[config.mk]
export PLATFORM = sky130hd
export DESIGN_NAME = http_settings_request_classifier_flat
export DESIGN_NICKNAME = d
export VERILOG_FILES = /design/src/sv/hsrc_pkg.sv /design/src/sv/hsrc_byte_if.sv /design/src/sv/hsrc_class_if.sv /design/src/sv/hsrc_in_stage.sv /design/src/sv/hsrc_core.sv /design/src/sv/hsrc_out_stage.sv /design/src/sv/http_settings_request_classifier.sv /design/src/flat_wrapper.sv
export VERILOG_INCLUDE_DIRS = /design/src /design/src/sv
export SDC_FILE = /design/constraint.sdc
export NUM_CORES = 1
export LEC_CHECK = 0
export ABC_AREA = 1
export BUFFER_PORTS_ARGS = -buffer_cell sky130_fd_sc_hd__clkbuf_2
export CAP_MARGIN = 15
export CORE_ASPECT_RATIO = 1.4
export CORE_UTILIZATION = 45
export CTS_CLUSTER_DIAMETER = 60
export DETAILED_ROUTE_END_ITERATION = 6
export PLACE_DENSITY = 0.73
export SYNTH_ARGS = -nofsm -noshare
export SYNTH_HDL_FRONTEND = slang
export SYNTH_HIERARCHICAL = 1
export SYNTH_SLANG_ARGS = --single-unit
[constraint.sdc]
create_clock -name clk_i -period 3 [get_ports clk_i]
set_clock_uncertainty 0.15 [all_clocks]
set_input_delay 0.75 -clock clk_i [delete_from_list [all_inputs] [get_ports clk_i]]
set_output_delay 0.75 -clock clk_i [all_outputs]
set_load 0.05 [all_outputs]
[src/sv/http_settings_request_classifier_macros.svh]
// Assertion macros shared by the request classifier RTL.
// No dependencies; bodies compile away when SYNTHESIS is defined.
`ifndef HTTP_SETTINGS_REQUEST_CLASSIFIER_MACROS_SVH
`define HTTP_SETTINGS_REQUEST_CLASSIFIER_MACROS_SVH
`ifndef SYNTHESIS
`define HSRC_ASSERT_IMPL(label, clk, rst_n, ante, cons) \
  label: assert property (@(posedge clk) disable iff (!rst_n) (ante) |-> (cons)) \
    else $error("implication check failed");
`define HSRC_ASSERT_NEXT(label, clk, rst_n, ante, cons) \
  label: assert property (@(posedge clk) disable iff (!rst_n) (ante) |=> (cons)) \
    else $error("next-cycle check failed");
`else
`define HSRC_ASSERT_IMPL(label, clk, rst_n, ante, cons)
`define HSRC_ASSERT_NEXT(label, clk, rst_n, ante, cons)
`endif
`endif

[src/sv/hsrc_pkg.sv]
// Types, character constants and lookup functions for the request classifier.
// No dependencies.
package hsrc_pkg;

  localparam logic [7:0] CH_NUL = 8'h00;
  localparam logic [7:0] CH_LF  = 8'h0A;
  localparam logic [7:0] CH_CR  = 8'h0D;
  localparam logic [7:0] CH_SP  = 8'h20;
  localparam logic [7:0] CH_Q   = 8'h3F;

  localparam logic [3:0] PATH_LEN = 4'd9;
  localparam logic [3:0] GET_LEN  = 4'd3;
  localparam logic [3:0] HEAD_LEN = 4'd4;
  localparam logic [3:0] POS_MAX  = 4'd15;

  localparam logic [2:0] PH_METHOD = 3'd0;
  localparam logic [2:0] PH_PATH   = 3'd1;
  localparam logic [2:0] PH_DONE   = 3'd2;

  localparam logic [1:0] CLS_INCOMPLETE = 2'd0;
  localparam logic [1:0] CLS_OTHER      = 2'd1;
  localparam logic [1:0] CLS_GET        = 2'd2;
  localparam logic [1:0] CLS_HEAD       = 2'd3;
  localparam logic [1:0] VERDICT_NONE   = 2'd0;

  localparam logic [1:0] BLM_NONE    = 2'd0;
  localparam logic [1:0] BLM_CR      = 2'd1;
  localparam logic [1:0] BLM_CRLF    = 2'd2;
  localparam logic [1:0] BLM_CRLFCR  = 2'd3;

  typedef struct packed {
    logic [7:0] data_byte;
    logic       last_byte;
  } byte_item_t;

  typedef struct packed {
    logic       valid;
    byte_item_t item;
  } stage_t;

  typedef struct packed {
    logic       valid;
    logic [1:0] request_class;
  } result_t;

  function automatic logic [7:0] to_upper(input logic [7:0] c);
    if (c >= 8'h61 && c <= 8'h7A) begin
      return c - 8'h20;
    end
    return c;
  endfunction

  function automatic logic [7:0] path_char(input logic [3:0] pos);
    logic [7:0] r;
    unique case (pos)
      4'd0: r = 8'h2F;
      4'd1: r = 8'h73;
      4'd2: r = 8'h65;
      4'd3: r = 8'h74;
      4'd4: r = 8'h74;
      4'd5: r = 8'h69;
      4'd6: r = 8'h6E;
      4'd7: r = 8'h67;
      4'd8: r = 8'h73;
      default: r = CH_NUL;
    endcase
    return r;
  endfunction

  function automatic logic [7:0] get_char(input logic [3:0] pos);
    logic [7:0] r;
    unique case (pos)
      4'd0: r = 8'h47;
      4'd1: r = 8'h45;
      4'd2: r = 8'h54;
      default: r = CH_NUL;
    endcase
    return r;
  endfunction

  function automatic logic [7:0] head_char(input logic [3:0] pos);
    logic [7:0] r;
    unique case (pos)
      4'd0: r = 8'h48;
      4'd1: r = 8'h45;
      4'd2: r = 8'h41;
      4'd3: r = 8'h44;
      default: r = CH_NUL;
    endcase
    return r;
  endfunction

endpackage

[src/sv/hsrc_byte_if.sv]
// Byte channel into the classifier: valid, ready and one request byte.
// No dependencies.
interface hsrc_byte_if;
  logic       valid;
  logic       ready;
  logic [7:0] data_byte;
  logic       last_byte;

  modport source (output valid, output data_byte, output last_byte, input ready);
  modport sink (input valid, input data_byte, input last_byte, output ready);
endinterface

[src/sv/hsrc_class_if.sv]
// Result channel out of the classifier: valid, ready and the request class.
// No dependencies.
interface hsrc_class_if;
  logic       valid;
  logic       ready;
  logic [1:0] request_class;

  modport source (output valid, output request_class, input ready);
  modport sink (input valid, input request_class, output ready);
endinterface

[src/sv/hsrc_in_stage.sv]
// Input register of the classifier: holds one byte item until the core takes it.
// Depends on hsrc_pkg.
module hsrc_in_stage (
  input  logic               clk_i,
  input  logic               rst_ni,
  input  logic               in_valid_i,
  input  hsrc_pkg::byte_item_t in_item_i,
  output logic               in_ready_o,
  input  logic               advance_i,
  output hsrc_pkg::stage_t   stage_o
);
  import hsrc_pkg::*;

  logic       valid_q, valid_d;
  byte_item_t item_q;
  logic       load;

  assign in_ready_o = !valid_q || advance_i;
  assign load       = in_valid_i && in_ready_o;
  assign valid_d    = load ? 1'b1 : (advance_i ? 1'b0 : valid_q);

  always_ff @(posedge clk_i or negedge rst_ni) begin
    if (!rst_ni) begin
      valid_q <= 1'b0;
    end else begin
      valid_q <= valid_d;
    end
  end

  always_ff @(posedge clk_i) begin
    if (load) begin
      item_q <= in_item_i;
    end
  end

  assign stage_o.valid = valid_q;
  assign stage_o.item  = item_q;
endmodule

[src/sv/hsrc_core.sv]
// Classifier state: blank-line detector and request-line matcher, one byte a cycle
// (a final byte waits while the result register is full). Depends on hsrc_pkg.
module hsrc_core (
  input  logic             clk_i,
  input  logic             rst_ni,
  input  hsrc_pkg::stage_t stage_i,
  input  logic             out_free_i,
  output logic             advance_o,
  output hsrc_pkg::result_t res_o
);
  import hsrc_pkg::*;

  logic [1:0] blm_q, blm_d;
  logic       hdone_q, hdone_d;
  logic [2:0] phase_q, phase_d;
  logic [3:0] pos_q, pos_d;
  logic       getp_q, getp_d;
  logic       headp_q, headp_d;
  logic [1:0] verdict_q, verdict_d;
  logic [1:0] cls;

  assign advance_o = stage_i.valid && (!stage_i.item.last_byte || out_free_i);

  always_comb begin
    logic [7:0] c;
    logic [7:0] u;
    logic       g_sp;
    logic       h_sp;
    c         = stage_i.item.data_byte;
    u         = to_upper(c);
    g_sp      = getp_q && (pos_q == GET_LEN);
    h_sp      = headp_q && (pos_q == HEAD_LEN);
    blm_d     = blm_q;
    hdone_d   = hdone_q;
    phase_d   = phase_q;
    pos_d     = pos_q;
    getp_d    = getp_q;
    headp_d   = headp_q;
    verdict_d = verdict_q;
    cls       = CLS_INCOMPLETE;

    if (advance_o) begin
      priority if (c == CH_CR) begin
        blm_d = (blm_q == BLM_CRLF) ? BLM_CRLFCR : BLM_CR;
      end else if (c == CH_LF) begin
        if (blm_q == BLM_CR) begin
          blm_d = BLM_CRLF;
        end else begin
          if (blm_q == BLM_CRLFCR) begin
            hdone_d = 1'b1;
          end
          blm_d = BLM_NONE;
        end
      end else begin
        blm_d = BLM_NONE;
      end

      if (phase_q == PH_METHOD) begin
        priority if (c == CH_SP) begin
          getp_d  = g_sp;
          headp_d = h_sp;
          if (!g_sp && !h_sp) begin
            verdict_d = CLS_OTHER;
            phase_d   = PH_DONE;
          end else begin
            phase_d = PH_PATH;
            pos_d   = '0;
          end
        end else if (c == CH_NUL || c == CH_CR || c == CH_LF) begin
          verdict_d = CLS_OTHER;
          phase_d   = PH_DONE;
        end else begin
          if (pos_q >= GET_LEN || u != get_char(pos_q)) begin
            getp_d = 1'b0;
          end
          if (pos_q >= HEAD_LEN || u != head_char(pos_q)) begin
            headp_d = 1'b0;
          end
          if (pos_q < POS_MAX) begin
            pos_d = pos_q + 4'd1;
          end
        end
      end else if (phase_q == PH_PATH) begin
        if (pos_q < PATH_LEN) begin
          if (c == path_char(pos_q)) begin
            pos_d = pos_q + 4'd1;
          end else begin
            verdict_d = CLS_OTHER;
            phase_d   = PH_DONE;
          end
        end else begin
          if (c == CH_SP || c == CH_Q || c == CH_CR || c == CH_LF || c == CH_NUL) begin
            priority if (headp_q) begin
              verdict_d = CLS_HEAD;
            end else if (getp_q) begin
              verdict_d = CLS_GET;
            end else begin
              verdict_d = CLS_OTHER;
            end
          end else begin
            verdict_d = CLS_OTHER;
          end
          phase_d = PH_DONE;
        end
      end

      if (stage_i.item.last_byte) begin
        priority if (!hdone_d) begin
          cls = CLS_INCOMPLETE;
        end else if (verdict_d == VERDICT_NONE) begin
          cls = CLS_OTHER;
        end else begin
          cls = verdict_d;
        end
        blm_d     = BLM_NONE;
        hdone_d   = 1'b0;
        phase_d   = PH_METHOD;
        pos_d     = '0;
        getp_d    = 1'b1;
        headp_d   = 1'b1;
        verdict_d = VERDICT_NONE;
      end
    end
  end

  always_ff @(posedge clk_i or negedge rst_ni) begin
    if (!rst_ni) begin
      blm_q     <= BLM_NONE;
      hdone_q   <= 1'b0;
      phase_q   <= PH_METHOD;
      pos_q     <= '0;
      getp_q    <= 1'b1;
      headp_q   <= 1'b1;
      verdict_q <= VERDICT_NONE;
    end else begin
      blm_q     <= blm_d;
      hdone_q   <= hdone_d;
      phase_q   <= phase_d;
      pos_q     <= pos_d;
      getp_q    <= getp_d;
      headp_q   <= headp_d;
      verdict_q <= verdict_d;
    end
  end

  assign res_o.valid         = advance_o && stage_i.item.last_byte;
  assign res_o.request_class = cls;
endmodule

[src/sv/hsrc_out_stage.sv]
// Result register of the classifier: holds one class item until the sink takes it.
// Depends on hsrc_pkg.
module hsrc_out_stage (
  input  logic              clk_i,
  input  logic              rst_ni,
  input  hsrc_pkg::result_t res_i,
  input  logic              out_ready_i,
  output logic              out_free_o,
  output logic              out_valid_o,
  output logic [1:0]        out_class_o
);
  import hsrc_pkg::*;

  logic       valid_q, valid_d;
  logic [1:0] class_q;

  assign out_free_o = !valid_q || out_ready_i;
  assign valid_d    = res_i.valid ? 1'b1 : (out_ready_i ? 1'b0 : valid_q);

  always_ff @(posedge clk_i or negedge rst_ni) begin
    if (!rst_ni) begin
      valid_q <= 1'b0;
    end else begin
      valid_q <= valid_d;
    end
  end

  always_ff @(posedge clk_i) begin
    if (res_i.valid) begin
      class_q <= res_i.request_class;
    end
  end

  assign out_valid_o = valid_q;
  assign out_class_o = class_q;
endmodule

[src/sv/http_settings_request_classifier.sv]
// Request classifier top level: input register, per-byte state update, result register.
// A byte accepted into the input register updates the matcher state at the edge that
// advances it, where the class item of a final byte is also loaded into the result
// register. Throughput: one byte per cycle; a waiting result stalls only a following final byte.
// Reset: rst_ni low clears both stage valids and all matcher state at once.
`include "http_settings_request_classifier_macros.svh"
module http_settings_request_classifier (
  input  logic         clk_i,
  input  logic         rst_ni,
  hsrc_byte_if.sink    byte_i,
  hsrc_class_if.source class_o
);
  import hsrc_pkg::*;

  byte_item_t in_item;
  stage_t     stage;
  result_t    res;
  logic       advance;
  logic       out_free;

  assign in_item.data_byte = byte_i.data_byte;
  assign in_item.last_byte = byte_i.last_byte;

  hsrc_in_stage u_in_stage (
    .clk_i      (clk_i),
    .rst_ni     (rst_ni),
    .in_valid_i (byte_i.valid),
    .in_item_i  (in_item),
    .in_ready_o (byte_i.ready),
    .advance_i  (advance),
    .stage_o    (stage)
  );

  hsrc_core u_core (
    .clk_i      (clk_i),
    .rst_ni     (rst_ni),
    .stage_i    (stage),
    .out_free_i (out_free),
    .advance_o  (advance),
    .res_o      (res)
  );

  hsrc_out_stage u_out_stage (
    .clk_i       (clk_i),
    .rst_ni      (rst_ni),
    .res_i       (res),
    .out_ready_i (class_o.ready),
    .out_free_o  (out_free),
    .out_valid_o (class_o.valid),
    .out_class_o (class_o.request_class)
  );

  `HSRC_ASSERT_IMPL(a_res_has_room, clk_i, rst_ni, res.valid, out_free)
  `HSRC_ASSERT_NEXT(a_stalled_final_held, clk_i, rst_ni,
                    stage.valid && stage.item.last_byte && !out_free, stage.valid)
  `HSRC_ASSERT_IMPL(a_out_from_final, clk_i, rst_ni, $rose(class_o.valid),
                    $past(stage.valid && stage.item.last_byte))
endmodule

[src/flat_wrapper.sv]
// flat-port wrapper written by rule: the top's interface ports become plain ports
module http_settings_request_classifier_flat import hsrc_pkg::*;
  (clk_i, rst_ni, byte_i_valid, byte_i_data_byte, byte_i_last_byte, byte_i_ready, class_o_valid, class_o_request_class, class_o_ready);
  hsrc_byte_if byte_i_i ();
  hsrc_class_if class_o_i ();
  input  logic clk_i;
  input  logic rst_ni;
  input wire logic [$bits(byte_i_i.valid)-1:0] byte_i_valid;
  input wire logic [$bits(byte_i_i.data_byte)-1:0] byte_i_data_byte;
  input wire logic [$bits(byte_i_i.last_byte)-1:0] byte_i_last_byte;
  output wire logic [$bits(byte_i_i.ready)-1:0] byte_i_ready;
  output wire logic [$bits(class_o_i.valid)-1:0] class_o_valid;
  output wire logic [$bits(class_o_i.request_class)-1:0] class_o_request_class;
  input wire logic [$bits(class_o_i.ready)-1:0] class_o_ready;
  assign byte_i_i.valid = byte_i_valid;
  assign byte_i_i.data_byte = byte_i_data_byte;
  assign byte_i_i.last_byte = byte_i_last_byte;
  assign byte_i_ready = byte_i_i.ready;
  assign class_o_valid = class_o_i.valid;
  assign class_o_request_class = class_o_i.request_class;
  assign class_o_i.ready = class_o_ready;
  http_settings_request_classifier u_core (.clk_i(clk_i), .rst_ni(rst_ni), .byte_i(byte_i_i), .class_o(class_o_i));
endmodule
# == Word level (Yosys, flattened, before mapping) ==
# Memories as Yosys holds them, arrays and structs flattened.
# Index checks and enable logic that the tools add are counted.
# totals
n_memories,1
regBits,27
input_bits,13
output_inout_bits,4
rom_bits,112
# memory_table
memory,depth,width,rd,rd_clocked_by_memory_dff,write_ports,line,text
(name not given),16,7,1,0,0,hsrc_pkg.sv:55,unique case (pos)
# classes
n_lt_le_gt_ge,6
bitwise,3
n_eq_ne,21
mux,72
n_reduce_logical,41
add_sub_neg,2
# ops
op,count
8-bit 2-to-1 mux,14
2-bit 2-to-1 mux,18
4-bit 2-to-1 mux,9
7-bit one-hot mux with 4 select lines,1
1-bit 2-to-1 mux,22
3-bit 2-to-1 mux,7
7-bit one-hot mux with 3 select lines,1
8-bit by 4-bit == test with 1-bit output (second input constant),2
8-bit by 6-bit == test with 1-bit output (second input constant),2
8-bit != test,2
3-bit nonzero test,5
4-bit by 3-bit != test with 1-bit output (second input constant),3
4-bit AND reduction,3
1-bit logical OR,11
4-bit by 2-bit == test with 1-bit output (second input constant),2
8-bit == test,1
8-bit by 7-bit >= comparator with 1-bit output (second input constant),1
8-bit by 7-bit less-or-equal comparator with 1-bit output (second input constant),1
8-bit logical NOT,1
4-bit < comparator (second input constant),2
4-bit by 1-bit != test with 1-bit output (second input constant),2
8-bit by 6-bit subtractor with 8-bit output (second input constant),1
1-bit logical AND,7
7-bit AND reduction,1
other kinds (17),26

# == Logic depth before layout (Yosys ltp) ==
# depth
ltp_word,14
depth_mapped,14
depth_no_buf,14

# == Cells and area by module ==
# The synthesis kept the hierarchy.
# modules_own_cells
mod,seq_area_each_um2,area_each_um2,n_inst,cells_per_inst
hsrc_core,327.8,1671.6,1,255
hsrc_in_stage,295.3,322.8,1,16
hsrc_out_stage,85.1,105.1,1,7

# == Least setup slack after synthesis ==
# OpenSTA, ideal clock, no wires.
# synth_timing
path_kind,input-to-output
startpoint,input port class_o_ready
endpoint,output port byte_i_ready
path_stages,6
n_path_buf,0
t_arrival_ps,1633
slack_ps,467
path_cell_list,inv_1 -> nand2_2 -> o21ai_1 -> inv_2 -> inv_1 -> nand2_1
# synth_between
elab_chain_len,4
# synth_rtl
item,line,text
"start, declared",flat_wrapper.sv:14,input wire logic [$bits(class_o_i.ready)-1:0] class_o_ready;
1-bit logical OR,hsrc_out_stage.sv:17,assign out_free_o = !valid_q || out_ready_i;
net u_core.out_free,http_settings_request_classifier.sv:19,logic out_free;
1-bit logical OR,hsrc_core.sv:22,assign advance_o = stage_i.valid && (!stage_i.item.last_byte || out_free_i);
1-bit logical AND,hsrc_core.sv:22,
net u_core.advance,http_settings_request_classifier.sv:18,logic advance;
1-bit logical OR,hsrc_in_stage.sv:18,assign in_ready_o = !valid_q || advance_i;
"end, declared",flat_wrapper.sv:11,output wire logic [$bits(byte_i_i.ready)-1:0] byte_i_ready;
# The timed path passes the listed nets, and every way through them passes these cells.

# == Worst setup path after layout ==
# layout_timing
startpoint,register u_core.u_in_stage.item_q (netlist bit u_core/u_in_stage/stage_o[0])
endpoint,output port byte_i_ready
# layout_between
elab_chain_len,4
# layout_rtl
item,line,text
"start, declared",hsrc_in_stage.sv:15,byte_item_t item_q;
"start signal, assigned",hsrc_in_stage.sv:32,item_q <= in_item_i;
1-bit logical NOT,hsrc_core.sv:22,
1-bit logical OR,hsrc_core.sv:22,
1-bit logical AND,hsrc_core.sv:22,
net u_core.advance,http_settings_request_classifier.sv:18,
1-bit logical OR,hsrc_in_stage.sv:18,
# The timed path passes the listed nets, and every way through them passes these cells.

==> results.md <==
* Layout cells sized above 1 at 0.225
* CP Class: reg2out
* Worst VDD drop at 467 uV
* Fin Hold WS at 217 ps
* Synth unique cells at 35
* Sequential share of power at 0.335
* Initial DRC Count at 67
* R2R cell count at 13
* Crit-path max FO at 10
* CTS Buffer Depth at 2
* Setup ws final at 224 ps
* DR vias/cell at 5.14
* RD Place Congestion at 0.894
* Leakage power at 1.08 nW
* Internal power of the cells at 0.884 mW
* MaxCap Viol Count at 0
* Post-CTS Hold Buffers at 0
* IO Port Bufs at 16
* Asr flop ratio synth at 0.577
* Setup TNS at 0 ps
* Mean Syn Cell Area at 7.55 sq um
* N_diodes at 0
* Root buf cell: clkbuf_8
* Vias in the first global route at 1,726
* Core Area at 0.00450 sq mm
* Clk sink count at 26
* Die area at 0.00495 sq mm
* Final period util at 0.925
* DIE WIDTH at 59.7 um
* All-Layer GR Usage at 0.189
* Area Growth Syn to Fin at 8.34%
* Dpl cell area at 0.00221 sq mm
* WP data arrival at 1880 ps
* Outcome: completed
* Final Cell Area at 0.00227 sq mm
* Sequential area share after synthesis at 0.337
* CTS tree: built
* Synth Instances at 278
* H-tree depth at 1
* Initial Util at 0.467
* Min-delay worst type: in2async
* Skew-Pair Late Insertion Delay at 280 ps
* Synthesized cell area at 0.00210 sq mm
* Worst relative slew slack at 0.475
* Half-perimeter wire length after detailed placement at 3390 um
* Post-route DRC violation count at 0
* Pre-CTS WS at 280 ps
* FMAX at 360 MHz
* # setup viols final at 0
* Antenna Violating Nets Remaining at 0
* PD cells at 714 mW/mm^2
* Pins Over Slew Limit at 0
* # rows at 29
* RSZ-0062 raised after global routing: no
* IO Pins at 17
* Post_cts resized at 0
* First-pass GRT wire length at 7220 um
* FF+latch count, synth at 26
* Largest net degree at the start of global routing at 16
* Worst-margin pin slew at 788 ps
* # Post-CTS Setup Buffers at 0
* Minimum clock period at 2780 ps
* Worst-path clk slew at 90 ps
* Post-synth EDFFs at 11
* Syn nets at 298
* Total vias in the final route at 1,823
* Nets@finish at 314
* Worst Setup End Kind: primary output
* Psw at 0.739 mW
* Initial antenna violation count at 0
* Ys Warns at 6
* Worst endpoint required time at 2100 ps
* Die H at 82.8 um
* Sw frac at 0.455
* Drt first pass iters at 4
* Drt wl/cell at 12.1 um
* Setup crit start kind: register
* Gate power share at 0.506
* Most used flip-flop cell after synthesis: dfrtp_1
* Clk pwr share at 0.159
* Gr ovfl total at 0
* Final core occ at 0.506
* Hold Vio Cnt, Final at 0
* CTS buffer count at 3
* Routed WL at 4300 um
==> power groups by stage <==
stage                     Combinational (mW)  Clock (mW)  Sequential (mW)
after floorplan                        0.718           0            0.516
after global placement                 0.807           0            0.549
after detailed placement               0.814           0            0.550
after CTS                              0.821       0.266            0.542
after global routing                   0.931       0.276            0.556
final                                  0.822       0.258            0.544
==> logic make-up after synthesis <==
| kind of cell | share of synthesized area |
|---|---|
| compound gates | 0.0936 |
| xor+xnor | 0.0209 |
| fa+ha+maj | 0.0417 |
| buf+inv | 0.0870 |
| flops | 0.337 |
| simple gates | 0.420 |
==> cell type report <==
cell class	count	area, sq um
clock buffer	4	66.3
sequential	26	708
inverter	35	134
tap	62	77.6
fill	452	2220
multi-input combinational	212	1210
timing repair buffer	16	80.1
==> cell usage after synthesis, types with 2 or more instances <==
library cell	instances	area, sq um
inv_1	27	101
inv_2	7	26.3
nor3_2	2	20.0
nand3_2	3	30.0
nand2_2	9	56.3
nor2_8	2	40.0
nand3_1	26	130
edfxtp_1	11	330
dfstp_2	2	52.6
nor2_4	3	33.8
buf_6	3	33.8
ha_1	7	87.6
nor2_1	27	101
o21ai_1	11	55.1
nor3_1	4	20.0
nand2_4	4	45.0
a21oi_1	6	30.0
nand4_1	9	56.3
nand3_4	2	35.0
o21ai_0	9	45.0
buf_4	2	15.0
dfrtp_1	13	325
nor2_2	4	25.0
xor2_1	4	35.0
nand2_1	71	267
==> placed cells by master (no fill, tap or decap), types with 2 or more instances in the layout <==
cell / n
nand2_1: 71
nand3_4: 2
nand2_2: 9
nor2_8: 2
nor2_2: 4
o21ai_0: 9
edfxtp_1: 11
nand3_1: 26
xor2_1: 4
dfstp_2: 2
ha_1: 7
o21ai_1: 11
inv_1: 27
nor3_1: 4
inv_2: 7
nand3_2: 3
clkbuf_8: 3
nand4_1: 9
a21oi_1: 6
nor2_4: 3
nor2_1: 27
dfrtp_1: 13
nand2_4: 4
nor3_2: 2
clkbuf_2: 16
==> metrics by stage <==
stage | power, mW | instances
after floorplan | 1.23 | 278
after global placement | 1.36 | 351
after detailed placement | 1.36 | 351
after CTS | 1.63 | 355
after global routing | 1.76 | 355
final | 1.62 | 355
==> worst paths after layout <==
path	from	slack (ps)	endpoint
worst min-delay path	rst_ni	220	u_core/u_core/pos_q[2]
worst min register to register	u_core/u_core/getp_q	340	u_core/u_core/getp_q
worst max register to register	u_core/u_core/pos_q[0]	570	u_core/u_out_stage/out_class_o[0]
worst max-delay path	u_core/u_in_stage/stage_o[0]	220	byte_i_ready
min in group clk_i	u_core/u_core/getp_q	340	u_core/u_core/getp_q
max in group asynchronous	rst_ni	2180	u_core/u_core/getp_q
==> metal layers <==
layer | track usage | share of wire | vias up
li1 | - | - | 941
met1 | 0.212 | 0.41 | 835
met2 | 0.349 | 0.53 | 40
met3 | 0.0234 | 0.033 | 7
met4 | 0.0655 | 0.020 | 0
met5 | 0 | 0 | -
==> critical path, cell delays in order, from the launching register on <==
cell and delay (ps):
edfxtp_1 520, inv_2 160, o21ai_1 360, inv_2 160, inv_1 100, nand2_1 70, clkbuf_2 240
==> flip-flops by register name, indices dropped and copies added, names as in the netlist <==
name / cells
u_core/u_out_stage/out_class_o: 2
u_core/u_core/blm_q: 2
u_core/u_core/phase_q: 2
u_core/u_core/getp_q: 1
u_core/u_out_stage/out_valid_o: 1
u_core/u_core/pos_q: 4
u_core/u_core/verdict_q: 2
u_core/u_in_stage/stage_o: 9
u_core/u_in_stage/valid_q: 1
u_core/u_core/hdone_q: 1
u_core/u_core/headp_q: 1
Power figures use the tool's default switching activity.
